===== config.mk =====
export PLATFORM = sky130hd
export DESIGN_NAME = dtp_front
export DESIGN_NICKNAME = d
export VERILOG_FILES = /design/src/hdl/dtp_pkg.sv /design/src/hdl/dtp_front.sv
export SDC_FILE = /design/constraint.sdc
export NUM_CORES = 2
export LEC_CHECK = 0
export ABC_AREA = 1
export ABC_CLOCK_PERIOD_IN_PS = 11400
export BUFFER_PORTS_ARGS = -buffer_cell sky130_fd_sc_hd__buf_2
export CAP_MARGIN = 5
export CORE_MARGIN = 4
export CORE_UTILIZATION = 55
export DETAILED_ROUTE_END_ITERATION = 8
export PLACE_DENSITY = 0.72
export SLEW_MARGIN = 25
export SYNTH_ARGS = -nofsm -noshare
export SYNTH_HDL_FRONTEND = slang
export SYNTH_SLANG_ARGS = --single-unit

===== constraint.sdc =====
create_clock -name clk -period 11.4 [get_ports clk]
set_clock_uncertainty 0.2 [all_clocks]
set_input_delay 0 -clock clk [delete_from_list [all_inputs] [get_ports clk]]
set_output_delay 0 -clock clk [all_outputs]
set_load 0.01 [all_outputs]

===== src/hdl/dtp_pkg.sv =====
// ----------------------------------------------------------------------------
// dtp_pkg
// Types, widths and constants of the disparity to point projector.
// ----------------------------------------------------------------------------
`default_nettype none
package dtp_pkg;
	localparam int unsigned IMAGE_WIDTH_DEF  = 4096;
	localparam int unsigned IMAGE_HEIGHT_DEF = 4096;
	localparam int unsigned DIM_W      = 17;
	localparam int unsigned COORD_W    = 12;
	localparam int unsigned DISP_W     = 16;
	localparam int unsigned POINT_W    = 32;
	localparam int unsigned CFG_IDX_W  = 3;
	localparam int unsigned CFG_DATA_W = 32;
	localparam int unsigned FB_W       = 32;
	localparam int unsigned FOCAL_W    = 24;
	localparam int unsigned CENTER_W   = 16;
	localparam int unsigned MAG_W      = 16;
	// quotient bits below the saturation point; one divider stage each
	localparam int unsigned QBITS      = 31;
	localparam int unsigned DIV_DEPTH  = QBITS + 1;
	localparam int unsigned LAT_NW     = MAG_W + FB_W + 10;
	localparam int unsigned LAT_DW     = FOCAL_W + MAG_W;
	localparam int unsigned DEP_NW     = FB_W + 6;
	localparam int unsigned DEP_DW     = MAG_W;

	localparam logic [FB_W-1:0]      FB_RST      = '0;
	localparam logic [FOCAL_W-1:0]   FOCAL_RST   = FOCAL_W'(256);
	localparam logic [CENTER_W-1:0]  CENTER_RST  = '0;
	localparam logic [DISP_W-1:0]    DFLOOR_RST  = '0;
	localparam logic [DISP_W-1:0]    DCEIL_RST   = DISP_W'(32767);
	localparam logic [POINT_W-1:0]   SAT_MAX     = {1'b0, {(POINT_W-1){1'b1}}};
	localparam logic [POINT_W-1:0]   SAT_MIN     = {1'b1, {(POINT_W-1){1'b0}}};

	typedef enum logic [CFG_IDX_W-1:0] {
		REG_FOCAL_BASELINE,
		REG_FOCAL_X,
		REG_FOCAL_Y,
		REG_CENTER_X,
		REG_CENTER_Y,
		REG_DISP_FLOOR,
		REG_DISP_CEILING
	} cfg_reg_t;

	typedef struct packed {
		logic [FB_W-1:0]            fb;
		logic [FOCAL_W-1:0]         fx;
		logic [FOCAL_W-1:0]         fy;
		logic [CENTER_W-1:0]        cx;
		logic [CENTER_W-1:0]        cy;
		logic signed [DISP_W-1:0]   dfloor;
		logic signed [DISP_W-1:0]   dceil;
	} cfg_t;

	typedef struct packed {
		logic [LAT_NW-1:0] num_x;
		logic [LAT_DW-1:0] den_x;
		logic              neg_x;
		logic [LAT_NW-1:0] num_y;
		logic [LAT_DW-1:0] den_y;
		logic              neg_y;
		logic [DEP_NW-1:0] num_z;
		logic [DEP_DW-1:0] den_z;
		logic              neg_z;
	} quot_t;
endpackage
`default_nettype wire


===== src/hdl/dtp_front.sv =====
// ----------------------------------------------------------------------------
// dtp_front
// Pixel filter, sign/magnitude split and numerator/denominator products.
// ----------------------------------------------------------------------------
`default_nettype none
module dtp_front #(
	parameter int unsigned IMAGE_WIDTH  = dtp_pkg::IMAGE_WIDTH_DEF,
	parameter int unsigned IMAGE_HEIGHT = dtp_pkg::IMAGE_HEIGHT_DEF
) (
	input  wire logic                              clk,
	input  wire logic [1:0]                        adv,
	input  wire dtp_pkg::cfg_t                     regs,
	input  wire logic [dtp_pkg::COORD_W-1:0]       column,
	input  wire logic [dtp_pkg::COORD_W-1:0]       row,
	input  wire logic signed [dtp_pkg::DISP_W-1:0] disp,
	input  wire logic                              invalid,
	output logic                                   keep,
	output dtp_pkg::quot_t                         ops
);
	localparam int unsigned DW = dtp_pkg::DIM_W;
	localparam int unsigned MW = dtp_pkg::MAG_W;

	logic [DW-1:0]  dx, dy;
	logic           in_image, in_window;
	logic [MW-1:0]  dmag, xmag, ymag;
	logic           dneg;

	logic [MW-1:0]  dmag_s1, xmag_s1, ymag_s1;
	logic           dneg_s1, xneg_s1, yneg_s1;
	dtp_pkg::quot_t ops_s2;

	always_comb begin
		in_image  = (DW'(column) < DW'(IMAGE_WIDTH)) && (DW'(row) < DW'(IMAGE_HEIGHT));
		in_window = (disp >= regs.dfloor) && (disp <= regs.dceil) && (disp != '0);
		keep      = !invalid && in_image && in_window;
		dneg      = disp[dtp_pkg::DISP_W-1];
		dmag      = dneg ? MW'(-disp) : MW'(disp);
		// pixel in Q12.4 minus principal point, 17 bit signed
		dx = DW'({column, 4'b0}) - DW'(regs.cx);
		dy = DW'({row, 4'b0}) - DW'(regs.cy);
		xmag = dx[DW-1] ? MW'(-dx) : dx[MW-1:0];
		ymag = dy[DW-1] ? MW'(-dy) : dy[MW-1:0];
	end

	always_ff @(posedge clk) begin
		if (adv[0]) begin
			dmag_s1 <= dmag;
			dneg_s1 <= dneg;
			xmag_s1 <= xmag;
			xneg_s1 <= dx[DW-1];
			ymag_s1 <= ymag;
			yneg_s1 <= dy[DW-1];
		end
	end

	always_ff @(posedge clk) begin
		if (adv[1]) begin
			ops_s2.num_x <= {(dtp_pkg::LAT_NW-10)'(xmag_s1) * (dtp_pkg::LAT_NW-10)'(regs.fb),
				10'b0};
			ops_s2.den_x <= dtp_pkg::LAT_DW'(regs.fx) * dtp_pkg::LAT_DW'(dmag_s1);
			ops_s2.neg_x <= xneg_s1 ^ dneg_s1;
			ops_s2.num_y <= {(dtp_pkg::LAT_NW-10)'(ymag_s1) * (dtp_pkg::LAT_NW-10)'(regs.fb),
				10'b0};
			ops_s2.den_y <= dtp_pkg::LAT_DW'(regs.fy) * dtp_pkg::LAT_DW'(dmag_s1);
			ops_s2.neg_y <= yneg_s1 ^ dneg_s1;
			ops_s2.num_z <= {regs.fb, 6'b0};
			ops_s2.den_z <= dmag_s1;
			ops_s2.neg_z <= dneg_s1;
		end
	end

	assign ops = ops_s2;
endmodule
`default_nettype wire


==> flow_metrics.env <==
export IMPL_status="complete, no violations"
export IMPL_cts_num_sinks=278
export IMPL_wire_per_inst_um=18.8
export IMPL_cap_violations=0
export IMPL_synth_top_area_share_pct=40.1
export IMPL_post_synth_num_cell_types=46
export IMPL_setup_viol=0
export IMPL_track_usage_pct=31.4
export IMPL_post_synth_top_count_cell="inv_1"
export IMPL_dr_first_iter_drc_count=4937
export IMPL_hold_class="in -> reg"
export IMPL_cts_made_buffers=40
export IMPL_grt_max_degree=67
export IMPL_dr_total_vias=59433
export IMPL_h_tree_depth=2
export IMPL_avgSynthCellArea_um2=7.88
export IMPL_nNetsFinal=11597
export IMPL_start_util_pct=55.6
export IMPL_dpl_hpwl_mm=162
export IMPL_synthTopCellsByArea="fa_1 (40%), inv_1 (14%), nand2_1 (13%)"
export IMPL_grt_pass1_wl_mm=338
export IMPL_tightest_slew_ns=1.16
export IMPL_required_ns=11.60
export IMPL_core_mm2=0.130
export IMPL_cts_repair_resized=0
export IMPL_cp_end_kind="register"
export IMPL_cts_hold_buf=133
export IMPL_dieArea_mm2=0.137
export IMPL_post_cts_setup_buffers=0
export IMPL_cts_reportedPaths_clkPinSlew_ns=0.05
export IMPL_synth_edff_count=278
export IMPL_slew_violations=0
export IMPL_clk_latency_ns=0.64
export IMPL_rows=132
export IMPL_vias_per_cell=5.30
export IMPL_final_setup_tns_ns=0
export IMPL_hold_viol=0
export IMPL_rsz0062_at_grt="no"
export IMPL_ys_flop_type="edfxtp_1"
export IMPL_worstSetupPathType="reg -> reg"
export IMPL_port_buffers=415
export IMPL_seq_area_frac_synth_pct=11.6
export IMPL_synthTopCellsByCount="inv_1 (2673), nand2_1 (2572), fa_1 (1448)"
export IMPL_finalCriticalPeriod_ns=6.79
export IMPL_period_share_pct=59.5
export IMPL_reg2reg_from="dmag_s1[8]$_DFFE_PP_"
export IMPL_die_h_um=370
export IMPL_syn_inst=9161
export IMPL_firstDrtPassIters=6
export IMPL_syn_area_mm2=0.0722
export IMPL_clockBufferDepth=3
export IMPL_synth_largest_area_cell="fa_1"
export IMPL_worstPathMaxFanout=34
export IMPL_cts_root_buffer="clkbuf_16"
export IMPL_worstPathArrival_ns=6.98
export IMPL_synth_seq_cells=278
export IMPL_relSlewSlack_pct=22.6
export IMPL_antenna_found_initial=20
export IMPL_fp_dieW_um=370
export IMPL_worstSetupStartpointType="register"
export IMPL_drive_gt1_share_pct=6.39
export IMPL_drcViolationCount=0
export IMPL_ys_warn_count=0
export IMPL_crit_start="dmag_s1[8]$_DFFE_PP_"
export IMPL_wirelength_mm=211
export IMPL_max_freq_ghz=0.147
export IMPL_gp_congestion=0.949
export IMPL_areaGrowthSynthToFinish_pct=8.15
export IMPL_grt_overflow=0
export IMPL_grt_pass1_vias=63322
export IMPL_ys_async_sr_fraction_pct=0
export IMPL_io_pins=442
export IMPL_cts_tree="done"
export IMPL_worstHoldStart="row[0]"
export IMPL_postRouteAntennaNets=0
## per-layer routing
| layer | routed length, um | up-vias | share of wire, % | track usage (%) |
|---|---|---|---|---|
| met5 | 84 | - | 0.040 | 0 |
| met3 | 20000 | 684 | 9.5 | 6.44 |
| met4 | 10600 | 12 | 5.0 | 13.7 |
| li1 | - | 26750 | - | - |
| met1 | 79600 | 29136 | 38 | 39.8 |
| met2 | 100000 | 2851 | 48 | 52.4 |
## per-stage QoR
step	utilization, %	worst slack, ns	instances	area (um2)	hold slack (ns)
floorplan	-	5.51	9186	72300	-0.101
global placement	58.0	4.69	11001	75400	0.0127
detailed placement	58.0	4.57	11001	75400	0.0125
CTS	60.0	4.51	11202	78000	0.00603
global route	60.1	4.29	11211	78100	0.0784
finish	60.1	4.61	11221	78100	0.0475
## final cells by class
class | count | area [um2]
fillers | 11681 | 51900
clock buffers | 43 | 1030
diodes | 15 | 37.5
well taps | 1742 | 2180
repair buffers | 607 | 3890
clock inverters | 25 | 248
multi-input cells | 5835 | 52300
flip-flops and latches | 278 | 8350
inverters | 2676 | 10000
## layout by cell type, fill, tap and decap left out, types with 6 or more instances in the layout
cell and n:
inv_1 2673, nand2_1 2572, fa_1 1448, ha_1 523, buf_2 414, nor2_1 311
edfxtp_1 278, a21oi_1 256, nand3_1 151, dlygate4sd3_1 133, o21ai_0 128, xor2_1 108
buf_4 55, xnor2_1 53, nor3_1 43, clkbuf_16 41, nand4_1 36, conb_1 26
nand2_2 22, a21o_1 17, o21bai_1 17, diode_2 15, a31oi_1 15, o21a_1 15
nand3b_1 13, nor2_2 13, o21ai_1 8, a21boi_0 7, nand3_2 7, clkinv_2 6
## cell families after synthesis
| kind of cell | share of synthesized area, % |
|---|---|
| fa+ha+maj | 49.2 |
| xor+xnor | 1.95 |
| flops | 11.6 |
| simple gates | 17.3 |
| other cells | 0.00519 |
| buf+inv | 16.1 |
| compound gates | 3.83 |
## worst max-delay path, cell delays in order, from the launching register on
cell and delay (ns):
edfxtp_1 0.82, buf_4 0.55, nand2_1 0.15, fa_1 0.54, inv_1 0.05, fa_1 0.50
fa_1 0.57, fa_1 0.44, fa_1 0.51, inv_1 0.05, fa_1 0.47, inv_1 0.04
ha_1 0.36, nand2_1 0.12, nor2_1 0.15, inv_1 0.08, nor3_1 0.21, nand4_1 0.13
nand3_1 0.25, nand3b_1 0.15, nand3b_1 0.11, nand2_1 0.06
## registers in the layout (all words and copies together) (netlist names)
register and count:
dmag_s1 16, dneg_s1 1, ops 227, xmag_s1 16, xneg_s1 1, ymag_s1 16, yneg_s1 1
## path summary, 6_finish.rpt
check                         end  slack, ns  depth (start not counted)
max            ops[194]$_DFFE_PP_       4.61                         21
min          ymag_s1[5]$_DFFE_PP_       0.05                          6
max reg2reg    ops[194]$_DFFE_PP_       4.61                         21
min reg2reg      ops[3]$_DFFE_PP_       0.28                          0
Power is not shown: default switching activity piles up to over one toggle a cycle in this logic, so the estimate is an artifact.
