$ cat src/hdl/dtp_pkg.sv
// ----------------------------------------------------------------------------
// dtp_pkg
// Types, widths and constants of the disparity to point projector.
// ----------------------------------------------------------------------------
`default_nettype none
package dtp_pkg;
	localparam int unsigned IMAGE_WIDTH_DEF  = 4096;
	localparam int unsigned IMAGE_HEIGHT_DEF = 4096;
	localparam int unsigned DIM_W      = 17;
	localparam int unsigned COORD_W    = 12;
	localparam int unsigned DISP_W     = 16;
	localparam int unsigned POINT_W    = 32;
	localparam int unsigned CFG_IDX_W  = 3;
	localparam int unsigned CFG_DATA_W = 32;
	localparam int unsigned FB_W       = 32;
	localparam int unsigned FOCAL_W    = 24;
	localparam int unsigned CENTER_W   = 16;
	localparam int unsigned MAG_W      = 16;
	// quotient bits below the saturation point; one divider stage each
	localparam int unsigned QBITS      = 31;
	localparam int unsigned DIV_DEPTH  = QBITS + 1;
	localparam int unsigned LAT_NW     = MAG_W + FB_W + 10;
	localparam int unsigned LAT_DW     = FOCAL_W + MAG_W;
	localparam int unsigned DEP_NW     = FB_W + 6;
	localparam int unsigned DEP_DW     = MAG_W;

	localparam logic [FB_W-1:0]      FB_RST      = '0;
	localparam logic [FOCAL_W-1:0]   FOCAL_RST   = FOCAL_W'(256);
	localparam logic [CENTER_W-1:0]  CENTER_RST  = '0;
	localparam logic [DISP_W-1:0]    DFLOOR_RST  = '0;
	localparam logic [DISP_W-1:0]    DCEIL_RST   = DISP_W'(32767);
	localparam logic [POINT_W-1:0]   SAT_MAX     = {1'b0, {(POINT_W-1){1'b1}}};
	localparam logic [POINT_W-1:0]   SAT_MIN     = {1'b1, {(POINT_W-1){1'b0}}};

	typedef enum logic [CFG_IDX_W-1:0] {
		REG_FOCAL_BASELINE,
		REG_FOCAL_X,
		REG_FOCAL_Y,
		REG_CENTER_X,
		REG_CENTER_Y,
		REG_DISP_FLOOR,
		REG_DISP_CEILING
	} cfg_reg_t;

	typedef struct packed {
		logic [FB_W-1:0]            fb;
		logic [FOCAL_W-1:0]         fx;
		logic [FOCAL_W-1:0]         fy;
		logic [CENTER_W-1:0]        cx;
		logic [CENTER_W-1:0]        cy;
		logic signed [DISP_W-1:0]   dfloor;
		logic signed [DISP_W-1:0]   dceil;
	} cfg_t;

	typedef struct packed {
		logic [LAT_NW-1:0] num_x;
		logic [LAT_DW-1:0] den_x;
		logic              neg_x;
		logic [LAT_NW-1:0] num_y;
		logic [LAT_DW-1:0] den_y;
		logic              neg_y;
		logic [DEP_NW-1:0] num_z;
		logic [DEP_DW-1:0] den_z;
		logic              neg_z;
	} quot_t;
endpackage
`default_nettype wire

$ cat src/hdl/dtp_ifs.sv
// ----------------------------------------------------------------------------
// dtp channel interfaces
// Pixel, point and register write channels, valid/ready handshake.
// ----------------------------------------------------------------------------
`default_nettype none


interface cfg_if;
	logic                            valid;
	logic                            ready;
	logic [dtp_pkg::CFG_IDX_W-1:0]   index;
	logic [dtp_pkg::CFG_DATA_W-1:0]  data;
	modport source (output valid, index, data, input ready);
	modport sink (input valid, index, data, output ready);
endinterface
`default_nettype wire

$ cat src/hdl/dtp_cfg_regs.sv
// ----------------------------------------------------------------------------
// dtp_cfg_regs
// Camera and disparity window registers, written through the config channel.
// ----------------------------------------------------------------------------
`default_nettype none
module dtp_cfg_regs (
	input  wire logic       clk,
	input  wire logic       arst_n,
	cfg_if.sink             wr,
	output dtp_pkg::cfg_t   regs
);
	dtp_pkg::cfg_t regs_q;

	assign wr.ready = 1'b1;
	assign regs     = regs_q;

	always_ff @(posedge clk or negedge arst_n) begin
		if (!arst_n) begin
			regs_q.fb     <= dtp_pkg::FB_RST;
			regs_q.fx     <= dtp_pkg::FOCAL_RST;
			regs_q.fy     <= dtp_pkg::FOCAL_RST;
			regs_q.cx     <= dtp_pkg::CENTER_RST;
			regs_q.cy     <= dtp_pkg::CENTER_RST;
			regs_q.dfloor <= dtp_pkg::DFLOOR_RST;
			regs_q.dceil  <= dtp_pkg::DCEIL_RST;
		end else if (wr.valid) begin
			unique case (dtp_pkg::cfg_reg_t'(wr.index))
				dtp_pkg::REG_FOCAL_BASELINE: regs_q.fb <= wr.data;
				dtp_pkg::REG_FOCAL_X: regs_q.fx <= wr.data[dtp_pkg::FOCAL_W-1:0];
				dtp_pkg::REG_FOCAL_Y: regs_q.fy <= wr.data[dtp_pkg::FOCAL_W-1:0];
				dtp_pkg::REG_CENTER_X: regs_q.cx <= wr.data[dtp_pkg::CENTER_W-1:0];
				dtp_pkg::REG_CENTER_Y: regs_q.cy <= wr.data[dtp_pkg::CENTER_W-1:0];
				dtp_pkg::REG_DISP_FLOOR: regs_q.dfloor <= wr.data[dtp_pkg::DISP_W-1:0];
				dtp_pkg::REG_DISP_CEILING: regs_q.dceil <= wr.data[dtp_pkg::DISP_W-1:0];
				default: ;
			endcase
		end
	end
endmodule
`default_nettype wire

$ cat src/flat_wrapper.sv
// flat-port wrapper written by rule: the top's interface ports become plain ports
module dtp_cfg_regs_flat 
  (clk, arst_n, regs, wr_valid, wr_index, wr_data, wr_ready);
  cfg_if wr_i ();
  input  wire logic clk;
  input  wire logic arst_n;
  output dtp_pkg::cfg_t regs;
  input wire logic [$bits(wr_i.valid)-1:0] wr_valid;
  input wire logic [$bits(wr_i.index)-1:0] wr_index;
  input wire logic [$bits(wr_i.data)-1:0] wr_data;
  output wire logic [$bits(wr_i.ready)-1:0] wr_ready;
  assign wr_i.valid = wr_valid;
  assign wr_i.index = wr_index;
  assign wr_i.data = wr_data;
  assign wr_ready = wr_i.ready;
  dtp_cfg_regs u_core (.clk(clk), .arst_n(arst_n), .wr(wr_i), .regs(regs));
endmodule
$ cat config.mk
export PLATFORM = sky130hd
export DESIGN_NAME = dtp_cfg_regs_flat
export DESIGN_NICKNAME = d
export VERILOG_FILES = /design/src/hdl/dtp_pkg.sv /design/src/hdl/dtp_ifs.sv /design/src/hdl/dtp_cfg_regs.sv /design/src/flat_wrapper.sv
export SDC_FILE = /design/constraint.sdc
export NUM_CORES = 1
export LEC_CHECK = 0
export BUFFER_PORTS_ARGS = -buffer_cell sky130_fd_sc_hd__clkbuf_2
export CAP_MARGIN = 5
export CORE_UTILIZATION = 50
export CTS_CLUSTER_SIZE = 16
export DETAILED_ROUTE_END_ITERATION = 10
export GPL_TIMING_DRIVEN = 0
export HOLD_SLACK_MARGIN = 0.03
export PLACE_DENSITY = 0.78
export SLEW_MARGIN = 20
export SYNTH_ARGS = -nofsm -noshare
export SYNTH_HDL_FRONTEND = slang
export SYNTH_SLANG_ARGS = --single-unit
$ cat constraint.sdc
create_clock -name clk -period 0.8 [get_ports clk]
set_input_delay 0.2 -clock clk [delete_from_list [all_inputs] [get_ports clk]]
set_output_delay 0.2 -clock clk [all_outputs]
set_load 0.05 [all_outputs]
==> summary.txt, run 1 <==
Run status
  – Status: stopped before the end
  – Stopped at: clock tree synthesis
  – Run-stopping error: [ERROR DPL-0033] detailed placement checks failed during check placement.

Die
  – Die Y: 107 um
  – Floorplan row count: 37
  – I/O pin cnt: 183
  – Initial Util: 0.524
  – Die width: 107 um

Synthesis
  – Ys Warns: 0
  – FF+latch count, synth: 144
  – Post-synth top cells: 127 x dfrtp_1, 121 x mux2_2, 23 x mux2_1, 17 x dfstp_2
  – Synth Cell Area: 5500 um^2
  – Top_reg_cell synth: dfrtp_1
  – Post-synth EDFFs: 0
  – Sequential area share after synthesis: 0.659
  – Most common cell in the synthesized netlist: dfrtp_1
  – Post-synthesis cell type count: 12
  – Fraction of registers with async set/reset: 1.00
  – Net Count, Synth: 353
  – Synth area leader: dfrtp_1
  – Mapped Cells: 315
  – Synth top area share: 0.578
  – Largest cells by area after synthesis: dfrtp_1 58%, mux2_2 25%, dfstp_2 8.1%
  – Mean Syn Cell Area: 17.5 um^2

CTS
  – Clock Sinks: 144
  – CTS Buf Count: 17
  – Post-CTS setup buffer count: 60
  – Clk buf depth: 2
  – Resized cells post-CTS: 384
  – Clock root buffer: clkbuf_8
  – CTS Hold Buffers Added: 32
  – H-Tree Depth: 4

Placed design
  – PortBufs: 177
  – DP Wirelength: 8700 um
  – Placed instance count: 629
  – Placer Congestion: 0.755
## through the flow
stage / hold slack (ns) / setup TNS (ns) / area [um^2] / worst slack, ns / util
2_1_floorplan: -0.0956 / -65.67 / 5760 / -0.571 / -
3_5_place_dp: 0.286 / -105.20 / 6850 / -0.768 / 0.652
3_3_place_gp: 0.419 / -454.77 / 6810 / -2.93 / 0.648
## logic make-up after synthesis
logic type,count (synthesis),share of synthesized area
muxes,144,0.295
and+or+nand+nor,7,0.0196
DFF,144,0.659
buffers and inverters,19,0.0262
other,1,0.000682
==> inputs of run 2 (changes only) <==
Settings changed: CORE_UTILIZATION 50 to 40, CTS_CLUSTER_SIZE 16 to not set, HOLD_SLACK_MARGIN 0.03 to not set, PLACE_DENSITY 0.78 to not set, PLACE_DENSITY_LB_ADDON set to 0.15.
==> run 2 against run 1 <==
Synthesized cell count stayed put. Synthesized area stayed put. The flow now finishes, with violations (hold timing, setup timing).
==> summary.txt, run 2 <==
Detailed routing
  – Vias: 3835
  – Drt total wl: 16500 um
  – DR DRC count: 0
  – Initial DRC Count: between 150 and 200
  – WL per Instance: 20.9 um
  – Avg Vias per Cell: between 4 and 5
  – First drt pass iteration count: 4
  – Final ANT Viol Nets: 0

Layout
  – Finished Layout Cells: 788
  – Post-route cell area: between 10000 and 15000 um^2
  – Max FFs per register: 144
  – Leading cell type in the layout, fill and taps excluded: buf_8
  – Layout Nets: 637
  – Share of post-route cells with drive strength above 1: 0.791
  – Ant diodes: 0
  – Synth-to-Final Area Change: 87.7%
  – Final core utilization: 0.774
  – Most frequent cells in the layout: 139 x buf_8, 121 x dfrtp_1, 104 x mux2_4, 48 x buf_4, 40 x mux2_2

Critical path
  – CP bufs+invs: 1
  – Worst R2R Path Depth: 3
  – CP top delay family: flip-flops
  – CP Class: register to primary output
  – Critical-path top delay cell: dfstp_2
  – Worst Path Arrival: 1.14 ns
  – Worst R2R Setup Slack: -0.22 ns
  – CP Cell Sequence: clkbuf_16
  – Critical Path Sink Type: primary output
  – Reg2reg end: u_core.regs[120]
  – Worst Setup Start Kind: register
  – Reg2reg start: u_core.regs[120]
  – Crit Path Max Fanout: 2
  – Largest stage delay on the critical path: 0.56 ns
  – Crit path required time: 0.60 ns

Synthesis
  – Synth top area share: 0.578
  – Top_reg_cell synth: dfrtp_1
  – Post-Synth Adder-Cell Area: 0
  – Post-synth EDFFs: 0
  – Simple logic cell fraction of the synthesized area: 0.0196
  – Synth Cell Area: 5500 um^2
  – Compound-Gate Fraction of Synth Area: 0
  – Largest family of logic cells by synthesized area: multiplexers
  – Post-synth top cells: 127 x dfrtp_1, 121 x mux2_2, 23 x mux2_1, 17 x dfstp_2
  – Mapped Cells: 315
  – Ys Warns: 0
  – Largest cells by area after synthesis: dfrtp_1 58%, mux2_2 25%, dfstp_2 8.1%
  – Most common cell in the synthesized netlist: dfrtp_1
  – Fraction of registers with async set/reset: 1.00
  – Mux cell area share after synthesis: 0.295
  – Net Count, Synth: 353
  – Mean Syn Cell Area: 17.5 um^2
  – Post-synthesis cell type count: 12
  – Synth area leader: dfrtp_1
  – Post-Synth XOR/XNOR Area: 0
  – Sequential area share after synthesis: 0.659
  – FF+latch count, synth: between 100 and 150

GRT
  – GRT overflow: 0
  – Vias in the first global route: 4152
  – Pin count of the biggest net entering global routing: 95
  – Initial antenna violation count: 0
  – GR Util All Layers: 0.231
  – Global-route wire length before repair: 24300 um

STA
  – Hold_ws: -0.270 ns
  – RSZ-0062 raised after global routing: yes
  – Slack of the critical path: -0.540 ns
  – Clock skew: 0 ns
  – Period utilisation layout: 1.67
  – Hold Vio Cnt, Final: 43
  – Tmin final: about 1.3 ns
  – Max Slew Vio Count: 0
  – Max Freq: 0.746 GHz
  – Setup-failing EPs final: 269

Run status
  – Failing checks: hold timing, setup timing
  – Status: finished with violations

CTS
  – Clk slew on worst S/H paths: roughly 0.060 ns
  – Clock root buffer: clkbuf_16
  – CTS Buf Count: 17
  – Clock Sinks: 144
  – Clk buf depth: 2
  – H-Tree Depth: 4
  – CTS tree: done
  – Worst-Skew Late Latency: between 0.4 and 0.5 ns

Placed design
  – Placed instance count: 669
  – DP Wirelength: 8650 um
  – Placed Area: 6900 um^2
  – PortBufs: about 180
  – Placer Congestion: 0.716

Die
  – Die width: 119 um
  – Die Y: 119 um
  – Die area: 14200 um^2
  – Floorplan row count: 42
  – Core area: 13300 um^2
  – I/O pin cnt: 183
  – Initial Util: 0.412

Power
  – Cell area power density: 3240 nW/um^2
  – Max rail drop VDD: 1650 uV
  – P_leak: just under 5 nW
  – Final Power: 33.5 mW

Min path
  – Worst hold path type: input port to asynchronous set/reset pin

Job
  – Count of max-cap constraint violations: 0
[run 2: cell counts after synthesis]
No cell type changed its count.
[run 2: cell families (layout without fill, tap and decap cells)]
| group | Yosys count | after routing |
|---|---|---|
| buffers and inverters | 19 | 316 |
| other | 1 | 1 |
| flip-flops | 144 | 144 |
| AND/OR/NAND/NOR | 7 | 7 |
| multiplexers | 144 | 144 |
[run 2: worst max path at each step]
stage / slack [ns] / start / depth (start not counted) / end
final: -0.54 / u_core.regs[72] / 1 / regs[72]
after global routing: -0.57 / u_core.regs[72] / 1 / regs[72]
after CTS: -0.55 / u_core.regs[72] / 1 / regs[72]
after detailed placement: -0.82 / wr_index[2] / 4 / u_core.regs[117]
after global placement: -3.05 / arst_n / 1 / u_core.regs[63]
after floorplan: -0.57 / wr_index[2] / 4 / u_core.regs[123]
[run 2: metal layers]
layer,vias to the layer above,wire [um],global-route usage
li1,1692,-,-
met1,1989,6740,0.287
met2,130,8530,0.380
met3,24,869,0.0656
met4,0,374,0.0870
met5,-,0,0
[run 2: final cells by class]
type,instances,area [um^2]
Clock buffer,26,499
Clock inverter,6,57.6
Multi-Input combinational cell,152,2170
Tap cell,176,220
Timing Repair Buffer,266,3450
Fill cell,731,3020
Buffer,18,303
Sequential cell,144,3630
[run 2: metrics by stage]
stage / setup slack (ns) / TNS [ns]
after floorplan: -0.571 / -65.67
after global placement: -3.05 / -473.35
after detailed placement: -0.824 / -111.21
after CTS: -0.555 / -76.71
after global routing: -0.570 / -81.45
final: -0.540 / -75.30
[run 2: report_power, final]
group | total (mW) | internal, mW | switching, mW
clock | 7.46 | 4.59 | 2.87
sequential | 10.7 | 9.07 | 1.60
combinational | 15.4 | 7.51 | 7.84
total | 33.5 | 21.2 | 12.3
[run 2: repair_timing]
item,in CTS,in global routing
endpoints found under the hold margin,43,43
pin swaps,4,3
setup buffers,49,47
resized for setup,392,171
cloned,7,2
setup endpoints to repair,260,262
No activity file was read; power rests on OpenSTA's default activity.
